File: config.mk
export PLATFORM = sky130hd
export DESIGN_NAME = fbfl_ctrl
export DESIGN_NICKNAME = d
export VERILOG_FILES = /design/src/hw/rtl/fbfl_pkg.sv /design/src/hw/rtl/fbfl_ctrl.sv
export SDC_FILE = /design/constraint.sdc
export NUM_CORES = 1
export LEC_CHECK = 0
export BUFFER_PORTS_ARGS = -buffer_cell sky130_fd_sc_hd__buf_2
export CAP_MARGIN = 0
export CORE_MARGIN = 8
export CORE_UTILIZATION = 40
export DETAILED_ROUTE_END_ITERATION = 16
export PLACE_DENSITY = 0.63
export SYNTH_ARGS = -nofsm -noshare
export SYNTH_HDL_FRONTEND = slang
export SYNTH_SLANG_ARGS = --single-unit
export TNS_END_PERCENT = 20
File: constraint.sdc
create_clock -name clk -period 4 [get_ports clk]
set_input_delay 0.4 -clock clk [delete_from_list [all_inputs] [get_ports clk]]
set_output_delay 0.4 -clock clk [all_outputs]
set_load 0.02 [all_outputs]
File: src/hw/rtl/fbfl_pkg.sv
package fbfl_pkg;

	// request action codes
	typedef enum logic [2:0] {
		ACT_INIT     = 3'd0,
		ACT_ALLOC    = 3'd1,
		ACT_FREE     = 3'd2,
		ACT_RELEASE  = 3'd3,
		ACT_TEARDOWN = 3'd4
	} action_t;

	// result status codes
	typedef enum logic [2:0] {
		STS_OK          = 3'd0,
		STS_EMPTY       = 3'd1,
		STS_REFUSED     = 3'd2,
		STS_NONE_IN_USE = 3'd3,
		STS_STILL_USED  = 3'd4
	} status_t;

	// sequencer states
	typedef enum logic [2:0] {
		ST_IDLE = 3'b001,
		ST_EXEC = 3'b010,
		ST_INIT = 3'b100
	} state_t;

	localparam int unsigned ACTION_W = 3;
	localparam int unsigned INDEX_W  = 10;
	localparam int unsigned COUNT_W  = 11;

	// one result as handed from the sequencer to the output register
	typedef struct packed {
		status_t              status;
		logic [INDEX_W-1:0]   granted_index;
		logic [COUNT_W-1:0]   used_count;
		logic                 all_free;
	} result_t;

endpackage

File: src/hw/rtl/fbfl_ctrl.sv
module fbfl_ctrl
	import fbfl_pkg::*;
#(
	parameter int unsigned MAX_BLOCKS = 1024
) (
	input  logic                              clk,
	input  logic                              arst_n,
	input  logic                              in_valid,
	output logic                              in_ready,
	input  logic [ACTION_W-1:0]               in_action,
	input  logic [INDEX_W-1:0]                in_index,
	input  logic [COUNT_W-1:0]                block_count,
	output logic                              push,
	input  logic                              res_ready,
	output result_t                           res,
	output logic                              ram_wr_en,
	output logic [$clog2(MAX_BLOCKS)-1:0]     ram_wr_addr,
	output logic [$clog2(MAX_BLOCKS+1)-1:0]   ram_wr_data,
	output logic [$clog2(MAX_BLOCKS)-1:0]     ram_rd_addr,
	input  logic [$clog2(MAX_BLOCKS+1)-1:0]   ram_rd_data
);

	localparam int unsigned IW = $clog2(MAX_BLOCKS);
	localparam int unsigned CW = $clog2(MAX_BLOCKS + 1);
	localparam logic [CW-1:0] NULL_LINK = CW'(MAX_BLOCKS);

	state_t          state_q, state_d;
	action_t         act_q;
	logic [INDEX_W-1:0] idx_q;
	logic [CW-1:0]   head_q, head_d;
	logic [CW-1:0]   in_use_q, in_use_d;
	logic            init_q, init_d;
	logic            rel_q, rel_d;
	logic [CW-1:0]   cnt_q, cnt_d;
	logic [CW-1:0]   walk_q, walk_d;
	logic [CW-1:0]   walk_inc;
	logic [CW-1:0]   eff_cnt;
	logic            walk_last;
	logic            accept;

	assign accept    = in_valid && in_ready;
	assign walk_inc  = walk_q + CW'(1);
	assign walk_last = (walk_inc == cnt_q);

	// clamp the configured count into 1..MAX_BLOCKS
	always_comb begin
		if (block_count == '0) begin
			eff_cnt = CW'(1);
		end else if (32'(block_count) > 32'(MAX_BLOCKS)) begin
			eff_cnt = NULL_LINK;
		end else begin
			eff_cnt = CW'(block_count);
		end
	end

	// link read always follows the head; the data is ready in the exec cycle
	assign ram_rd_addr = (head_q == NULL_LINK) ? '0 : head_q[IW-1:0];

	// sequencer and list update
	always_comb begin
		state_d           = state_q;
		head_d            = head_q;
		in_use_d          = in_use_q;
		init_d            = init_q;
		rel_d             = rel_q;
		cnt_d             = cnt_q;
		walk_d            = walk_q;
		in_ready          = 1'b0;
		push              = 1'b0;
		ram_wr_en         = 1'b0;
		ram_wr_addr       = walk_q[IW-1:0];
		ram_wr_data       = walk_last ? NULL_LINK : walk_inc;
		res.status        = STS_OK;
		res.granted_index = '0;

		unique case (state_q)
			ST_IDLE: begin
				in_ready = 1'b1;
				if (in_valid) begin
					state_d = ST_EXEC;
				end
			end
			ST_EXEC: begin
				if (res_ready) begin
					state_d = ST_IDLE;
					push    = 1'b1;
					unique case (act_q)
						ACT_INIT: begin
							if (!init_q) begin
								// start the link walk, result comes at its end
								push    = 1'b0;
								cnt_d   = eff_cnt;
								walk_d  = '0;
								state_d = ST_INIT;
							end
						end
						ACT_ALLOC: begin
							if (rel_q) begin
								res.status = STS_REFUSED;
							end else if (head_q == NULL_LINK || in_use_q >= NULL_LINK) begin
								res.status = STS_EMPTY;
							end else begin
								res.granted_index = INDEX_W'(head_q);
								head_d            = ram_rd_data;
								in_use_d          = in_use_q + CW'(1);
							end
						end
						ACT_FREE: begin
							if (in_use_q == '0 || 32'(idx_q) >= 32'(MAX_BLOCKS)) begin
								res.status = STS_NONE_IN_USE;
							end else begin
								ram_wr_en   = 1'b1;
								ram_wr_addr = IW'(idx_q);
								ram_wr_data = head_q;
								head_d      = CW'(idx_q);
								in_use_d    = in_use_q - CW'(1);
							end
						end
						ACT_RELEASE: begin
							rel_d = 1'b1;
						end
						ACT_TEARDOWN: begin
							rel_d = 1'b1;
							if (in_use_q != '0) begin
								res.status = STS_STILL_USED;
							end else begin
								init_d = 1'b0;
								head_d = NULL_LINK;
							end
						end
						default: begin
						end
					endcase
				end
			end
			ST_INIT: begin
				// one link per cycle; the last one waits for the result slot
				if (!walk_last) begin
					ram_wr_en = 1'b1;
					walk_d    = walk_inc;
				end else if (res_ready) begin
					ram_wr_en = 1'b1;
					push      = 1'b1;
					head_d    = '0;
					init_d    = 1'b1;
					rel_d     = 1'b0;
					state_d   = ST_IDLE;
				end
			end
			default: begin
				state_d = ST_IDLE;
			end
		endcase

		res.used_count = COUNT_W'(in_use_d);
		res.all_free   = (in_use_d == '0);
	end

	// control state
	always_ff @(posedge clk or negedge arst_n) begin
		if (!arst_n) begin
			state_q  <= ST_IDLE;
			head_q   <= NULL_LINK;
			in_use_q <= '0;
			init_q   <= 1'b0;
			rel_q    <= 1'b1;
		end else begin
			state_q  <= state_d;
			head_q   <= head_d;
			in_use_q <= in_use_d;
			init_q   <= init_d;
			rel_q    <= rel_d;
		end
	end

	// request capture and walk counters
	always_ff @(posedge clk) begin
		if (accept) begin
			act_q <= action_t'(in_action);
			idx_q <= in_index;
		end
		cnt_q  <= cnt_d;
		walk_q <= walk_d;
	end

	// head must hold from the idle read to the exec cycle that uses it
	a_head_stable_idle: assert property (@(posedge clk) disable iff (!arst_n)
		(state_q == ST_IDLE) |=> (head_q == $past(head_q)))
		else $error("head moved while idle");

	// releasing mark only clears when an init walk completes
	a_rel_clear_init: assert property (@(posedge clk) disable iff (!arst_n)
		$fell(rel_q) |-> $past(state_q == ST_INIT))
		else $error("releasing cleared outside init");

	// use count stays within the pool
	a_in_use_bound: assert property (@(posedge clk) disable iff (!arst_n)
		in_use_q <= NULL_LINK)
		else $error("use count above pool size");

	// use count moves only with a delivered result
	a_in_use_push: assert property (@(posedge clk) disable iff (!arst_n)
		(in_use_q != $past(in_use_q)) |-> $past(push))
		else $error("use count changed without result");

	// link memory is written only by exec or the init walk
	a_write_state: assert property (@(posedge clk) disable iff (!arst_n)
		ram_wr_en |-> (state_q == ST_EXEC || state_q == ST_INIT))
		else $error("link write outside exec or init");

endmodule

After elaboration in Yosys (flattened, before gate mapping)
Index checks and enable logic that the tools add are counted.
{"block": "op_classes", "addsub": 3, "magnitude_cmp": 2, "eq_ne": 24, "muxes": 71, "n_bitwise": 1, "reduce_logical": 16}
{"op": "two-way mux 11 bit", "n": 22}
{"op": "two-way mux 10 bit", "n": 8}
{"op": "one-hot mux 11 bit (2 select lines)", "n": 3}
{"op": "zero test 11 bit", "n": 3}
{"op": "one-hot mux 11 bit (3 select lines)", "n": 1}
{"op": "two-way mux 13 bit", "n": 2}
{"op": "two-way mux 3 bit", "n": 8}
{"op": "adder 11 x 1 -> 11 bit (second input constant)", "n": 2}
{"op": "two-way mux 1 bit", "n": 20}
{"op": "inequality test 2 bit (second input constant)", "n": 9}
{"op": "one-hot mux 3 bit (3 select lines)", "n": 2}
{"op": "inequality test 3 bit (second input constant)", "n": 4}
{"op": "equality test 11 bit", "n": 1}
{"op": "equality test 11 bit (second input constant)", "n": 1}
{"op": ">= comparator 11 bit (second input constant)", "n": 1}
{"op": "> comparator 11 bit (second input constant)", "n": 1}
{"op": "nonzero test 11 bit", "n": 1}
{"op": "subtractor 11 x 1 -> 11 bit (second input constant)", "n": 1}
{"op": "AND reduction 5 bit", "n": 2}
{"op": "equality test 3 x 2 -> 1 bit (second input constant)", "n": 3}
{"op": "AND reduction 9 bit", "n": 1}
{"op": "one-hot mux 1 bit (2 select lines)", "n": 4}
{"op": "AND reduction 4 bit", "n": 2}
{"op": "equality test 3 x 1 -> 1 bit (second input constant)", "n": 2}
{"op": "other kinds (11)", "n": 13}
{"block": "word_totals", "ff_bits": 62, "out_inout_bits": 59, "wordCells": 127}

Logic depth before layout (Yosys ltp)
Gate-level depths: netlist (run 1).
{"block": "logic_depth", "ltp_word": 8, "mapped_depth": 11, "ltp_nobuf": 9}

Worst setup path after synthesis (run 1)
Ideal clock, no wire load.
{"block": "synth_timing", "path_type": "reg-to-output", "start": "reg in_use_q[0]", "end": "out res[0] in the netlist's numbering", "arrival_ns": 2.672, "required_time_ns": 3.600, "path_slack_ns": 0.928, "path_stages_with_launch": 12, "n_path_buf": 2, "cell_sequence": "dfrtp_1 > clkbuf_1 > inv_1 > ha_1 > nor3b_2 > and3_1 > buf_4 > nor2_2 > nand2_1 > o311ai_1 > or4_1 > nor3_2"}
{"item": "start: declaration", "line_no": "fbfl_ctrl.sv:31", "text": "logic [CW-1:0] in_use_q, in_use_d;"}
{"item": "start signal: assignment", "line_no": "fbfl_ctrl.sv:170", "text": "in_use_q <= in_use_d;"}
{"item": "end: declaration", "line_no": "fbfl_ctrl.sv:15", "text": "output result_t res,"}

==> results of run 1 <==
==> routing by layer <==
layer  vias to the layer above  wire length [um]  track usage, %
met4                         0               414            8.53
met3                        32              1020            5.95
li1                       1749                 -               -
met5                         -                 0               0
met2                       174              5770            30.3
met1                      1795              5510            24.1
==> registers in the layout, indices dropped and copies added (netlist names), 3 cells and up <==
signal,cells
act_q,3
cnt_q,11
head_q,11
idx_q,10
in_use_q,11
state_q,3
walk_q,11
==> worst register-to-register path: stages, from the launching register on <==
cell	delay [ps]
edfxtp_1	530
ha_1	310
nand3_1	100
xor2_1	310
xnor2_1	110
nor4_1	460
nor2b_1	200
nand4_1	490
a31o_2	450
==> synth_stat cells (11+ instances only) <==
cell      count  share of area (%)
o31ai_1      12                2.2
and2_1       13                2.0
nand2_1      76                7.0
a21oi_1      12                1.5
a31o_2       11                2.4
xnor2_1      15                3.2
o21ai_0      18                2.2
edfxtp_1     35                 26
nor2_1       37                3.4
nor2b_1      11                1.7
a22oi_1      11                2.0
clkbuf_1     27                2.5
dfrtp_1      24                 15
==> report_power, final <==
group	internal (mW)	switching [mW]
logic	0.219	0.359
registers	0.767	0.144
clock network	0.246	0.274
total	1.23	0.776
==> path summary, 6_finish.rpt <==
| path | slack (ps) | to | depth (start not counted) |
|---|---|---|---|
| worst max-delay path | 440 | res[0] | 8 |
| worst min-delay path | 40 | in_use_q[7] | 1 |
| worst max register to register | 920 | head_q[7] | 8 |
| worst min register to register | 530 | init_q | 2 |
| max in group asynchronous | 3530 | head_q[3] | 1 |
| min in group clk | 210 | act_q[0] | 1 |
==> logic make-up (layout without fill, tap and decap cells) <==
logic type | Yosys count | in the layout | synth area share (%)
mux | 2 | 2 | 0.490
fa+ha+maj | 3 | 3 | 0.919
simple gates | 213 | 213 | 28.4
compound gates | 94 | 94 | 15.7
buf+inv | 48 | 127 | 5.42
xor+xnor | 27 | 27 | 6.80
flops | 62 | 62 | 42.4
==> final cells by class <==
| cell class | instances | area (sq um) |
|---|---|---|
| clock buffer | 12 | 145 |
| clock inverter | 4 | 31.3 |
| fill | 1005 | 5370 |
| inverter | 8 | 30.0 |
| multi-input combinational | 339 | 2130 |
| sequential | 62 | 1730 |
| tap | 136 | 170 |
| timing repair buffer | 103 | 531 |
==> qor.txt, run 1 <==
vias in the first global route = 3807
Row Count = 37
Die Y-Extent = 117 um
relative slew slack = 36.0%
WL final = 12.7 mm
Worst R2R Start = walk_q[0]
crit path kind = reg2out
hold buffer count at CTS = 0
Post-synth ARST share = 43.5%
pre-CTS WS = 787 ps
sequential area share after synthesis = 42.4%
setup TNS = 0 ps
Die W = 117 um
Std-Cell Core Area = 10100 sq um
YS warnings = 0
H-tree Lvls = 3
setup ws final = 435 ps
max-slew violations = 0
syn_area_per_cell = 9.10 sq um
critical path startpoint = state_q[2]
Finished Cell Area = 4770 sq um
Skew-Pair Late Insertion Delay = 360 ps
IO Port Bufs = 97
Critical Path AT = 3160 ps
Clock Pin Slew Worst Setup and Hold Paths = 80 ps
Worst Hold Class = in2async
crit start category = flop
DR pass1 iterations = 4
clock sink total = 62
maximum fanout along the worst path = 7
vias per cell = 5.65
P per Cell Area = 421 nW/um^2
WP buf/inv = 1
Post-synth EDFFs = 35
post-CTS setup buffers = 0
initial antenna violation count = 0
max_cap viols = 0
Area Overhead vs Synth = 16.8%
Resized cells post-CTS = 0
Post-Place Cells = 648
crit path cell chain = nand4bb_1, nor3b_4, o21ai_1, o21ai_0, o211ai_1, or4_1, nor3_2, buf_2
Finished Layout Cells = 664
Data required, critical path = 3600 ps
drt initial violations = 256
Distinct cells, synth = 63
n_diodes = 0
Setup Skew = 17.1 ps
drc violations = 0
Post-Syn Nets = 491
leakage = 1.97 nW
grt ovf = 0
TritonCTS Buffers = 9
max incr delay on CP = 530 ps
final hold slack = 40.9 ps
starting density of the core = 40.3%
Final Power = 2.01 mW
Max Clock Freq = 281 MHz
Worst VDD drop = 279 uV
fin nets = 565
Synth Flop Type = edfxtp_1
slowest library cell on the worst path = nand4bb_1
crit end category = primary output
dpl cell area = 4590 sq um
largest net degree at the start of global routing = 32
Tcrit/Tclk final = 89.1%
Slew @ Worst Pin = 956 ps
Root Driver = clkbuf_8
Util after Layout = 47.1%
Syn Inst Count = 449
RSZ-0062 raised after global routing = no
#FFs+latches synth = 62
Routed WL per cell = 19.2 um
final setup fails = 0
Clock Tree Buf Depth = 2
# IOs = 98
Hold Violations, Final = 0
HPWL Detailed = 9.53 mm
status = finished, final reports clean
Final GP Congestion = 0.898
TritonCTS clock tree = built
DIE AREA = 13700 sq um
vias post-DR = 3750
Mapped Area = 4090 sq um
GRT Overall Usage = 19.3%
Tmin final = 3560 ps
commonest non-fill, non-tap cell in the layout = buf_2
fraction of layout cells with a size suffix above 1 = 28.2%
first-pass GRT wire length = 20.1 mm
post-route antenna net violation count = 0
delay-heaviest family, CP = simple AND/OR/NAND/NOR gates
commonest non-fill, non-tap cells in the layout = 97 x buf_2, 76 x nand2_1, 37 x nor2_1
(Power assumes the default switching activity.)
==> run 2, diff against run 1 <==
- CORE_UTILIZATION: 40 -> 45
- PLACE_DENSITY: 0.63 -> 0.66
==> qor.txt, run 2 (synthesized netlist as in run 1, its figures left out) <==
final setup fails = 0 (unchanged)
Tmin final = 3540 ps (was 3560 ps)
max incr delay on CP = 630 ps (was 530 ps)
starting density of the core = 46.6% (was 40.3%)
n_diodes = 0 (unchanged)
relative slew slack = 36.8% (was 36.0%)
Hold Violations, Final = 0 (unchanged)
GRT Overall Usage = 20.3% (was 19.3%)
Routed WL per cell = 20.0 um (was 19.2 um)
max-slew violations = 0 (unchanged)
leakage = 1.97 nW (about the same)
initial antenna violation count = 0 (unchanged)
post-CTS setup buffers = 0 (unchanged)
drt initial violations = 309 (was 256)
TritonCTS clock tree = built (unchanged)
RSZ-0062 raised after global routing = no (unchanged)
crit end category = primary output (unchanged)
Std-Cell Core Area = 8760 sq um (was 10100 sq um)
fraction of layout cells with a size suffix above 1 = 28.5% (was 28.2%)
Worst VDD drop = 170 uV (was 279 uV)
max_cap viols = 0 (unchanged)
clock sink total = 62 (unchanged)
Final GP Congestion = 0.950 (was 0.898)
first-pass GRT wire length = 20.2 mm (was 20.1 mm)
vias in the first global route = 3781 (was 3807)
Post-Place Cells = 619 (was 648)
H-tree Lvls = 3 (unchanged)
status = finished, final reports clean (unchanged)
setup TNS = 0 ps (unchanged)
Die Y-Extent = 111 um (was 117 um)
Setup Skew = 14.6 ps (was 17.1 ps)
Worst Hold Class = in2async (unchanged)
Data required, critical path = 3600 ps (about the same)
Skew-Pair Late Insertion Delay = 360 ps (about the same)
Worst R2R Start = walk_q[0] (unchanged)
fin nets = 564 (was 565)
commonest non-fill, non-tap cell in the layout = buf_2 (unchanged)
commonest non-fill, non-tap cells in the layout = 97 x buf_2, 76 x nand2_1, 37 x nor2_1 (unchanged)
Root Driver = clkbuf_8 (unchanged)
Reg2Reg Depth = 8 (unchanged)
crit start category = flop (unchanged)
DIE AREA = 12400 sq um (was 13700 sq um)
P per Cell Area = 428 nW/um^2 (was 421 nW/um^2)
reg-to-reg setup timing slack = 1110 ps (was 920 ps)
WL final = 12.7 mm (about the same)
reg2reg end = walk_q[3] (was head_q[7])
Area Overhead vs Synth = 16.0% (was 16.8%)
IO Port Bufs = 97 (unchanged)
Tcrit/Tclk final = 88.6% (was 89.1%)
crit path kind = reg2out (unchanged)
crit path cell chain = ha_1, nand3_1, xor2_1, xnor2_1, nor4_1, and4_1, nand3_1, nand2_1, buf_2 (was nand4bb_1, nor3b_4, o21ai_1, o21ai_0, o211ai_1, or4_1, nor3_2, buf_2)
grt ovf = 0 (unchanged)
hold buffer count at CTS = 0 (unchanged)
# IOs = 98 (unchanged)
vias post-DR = 3755 (was 3750)
fillers = 808 (was 1005)
DR pass1 iterations = 5 (was 4)
slowest library cell on the worst path = and4_1 (was nand4bb_1)
HPWL Detailed = 9.56 mm (was 9.53 mm)
Crit path top cell by count = nand3_1
WP buf/inv = 1 (unchanged)
largest net degree at the start of global routing = 32 (unchanged)
Critical Path AT = 3140 ps (was 3160 ps)
Max Clock Freq = 282 MHz (was 281 MHz)
vias per cell = 5.91 (was 5.65)
Finished Layout Cells = 635 (was 664)
Die W = 111 um (was 117 um)
Row Count = 34 (was 37)
delay-heaviest family, CP = simple AND/OR/NAND/NOR gates (unchanged)
post-route antenna net violation count = 0 (unchanged)
Clock Pin Slew Worst Setup and Hold Paths = 90 ps (was 80 ps)
Resized cells post-CTS = 0 (unchanged)
TritonCTS Buffers = 9 (unchanged)
Clock Tree Buf Depth = 2 (unchanged)
drc violations = 0 (unchanged)
maximum fanout along the worst path = 17 (was 7)
Slew @ Worst Pin = 944 ps (was 956 ps)
## run 2: metrics by stage
step	hold WS, ps	power (mW)	cell area [sq um]	utilization [%]	worst slack [ps]
4_1_cts	69.2	2.04	4740	54.1	501
3_3_place_gp	459	1.49	4550	51.9	915
5_1_grt	103	2.14	4740	54.1	288
2_1_floorplan	104	1.31	4090	-	928
6_report	60.0	2.03	4740	54.1	455
3_5_place_dp	462	1.49	4550	51.9	855
## run 2: metal layers
metal | GRT usage [%] | up-vias | routed length, um
li1 | - | 1745 | -
met1 | 24.7 | 1781 | 5220
met2 | 31.8 | 198 | 5900
met3 | 7.58 | 31 | 1230
met4 | 7.38 | 0 | 335
met5 | 0 | - | 0
## run 2: cell type report
class                      instances  area (sq um)  area share [%]
clock buffer                       9           124            2.61
clock inverter                     7          62.6            1.32
inverter                           8          30.0           0.634
multi-input combinational        339          2130            45.0
sequential                        62          1730            36.5
tap                              108           135            2.85
timing repair buffer             102           523            11.0
## run 2: power by group
| part | leakage (nW) | switching (mW) | internal, mW | total (mW) |
|---|---|---|---|---|
| logic | 1.25 | 0.356 | 0.219 | 0.575 |
| clock network | 0.0927 | 0.307 | 0.238 | 0.545 |
| registers | 0.624 | 0.143 | 0.767 | 0.909 |
## run 2: how the worst max path moves through the flow
| stage | slack (ps) | cells past startpoint | from | end |
|---|---|---|---|---|
| finish | 460 | 9 | walk_q[0] | push |
| global route | 290 | 8 | state_q[2] | res[0] |
| CTS | 500 | 9 | walk_q[0] | push |
| detailed placement | 860 | 9 | res_ready | res[0] |
| global placement | 920 | 9 | res_ready | res[0] |
| floorplan | 930 | 11 | in_use_q[0] | res[0] |
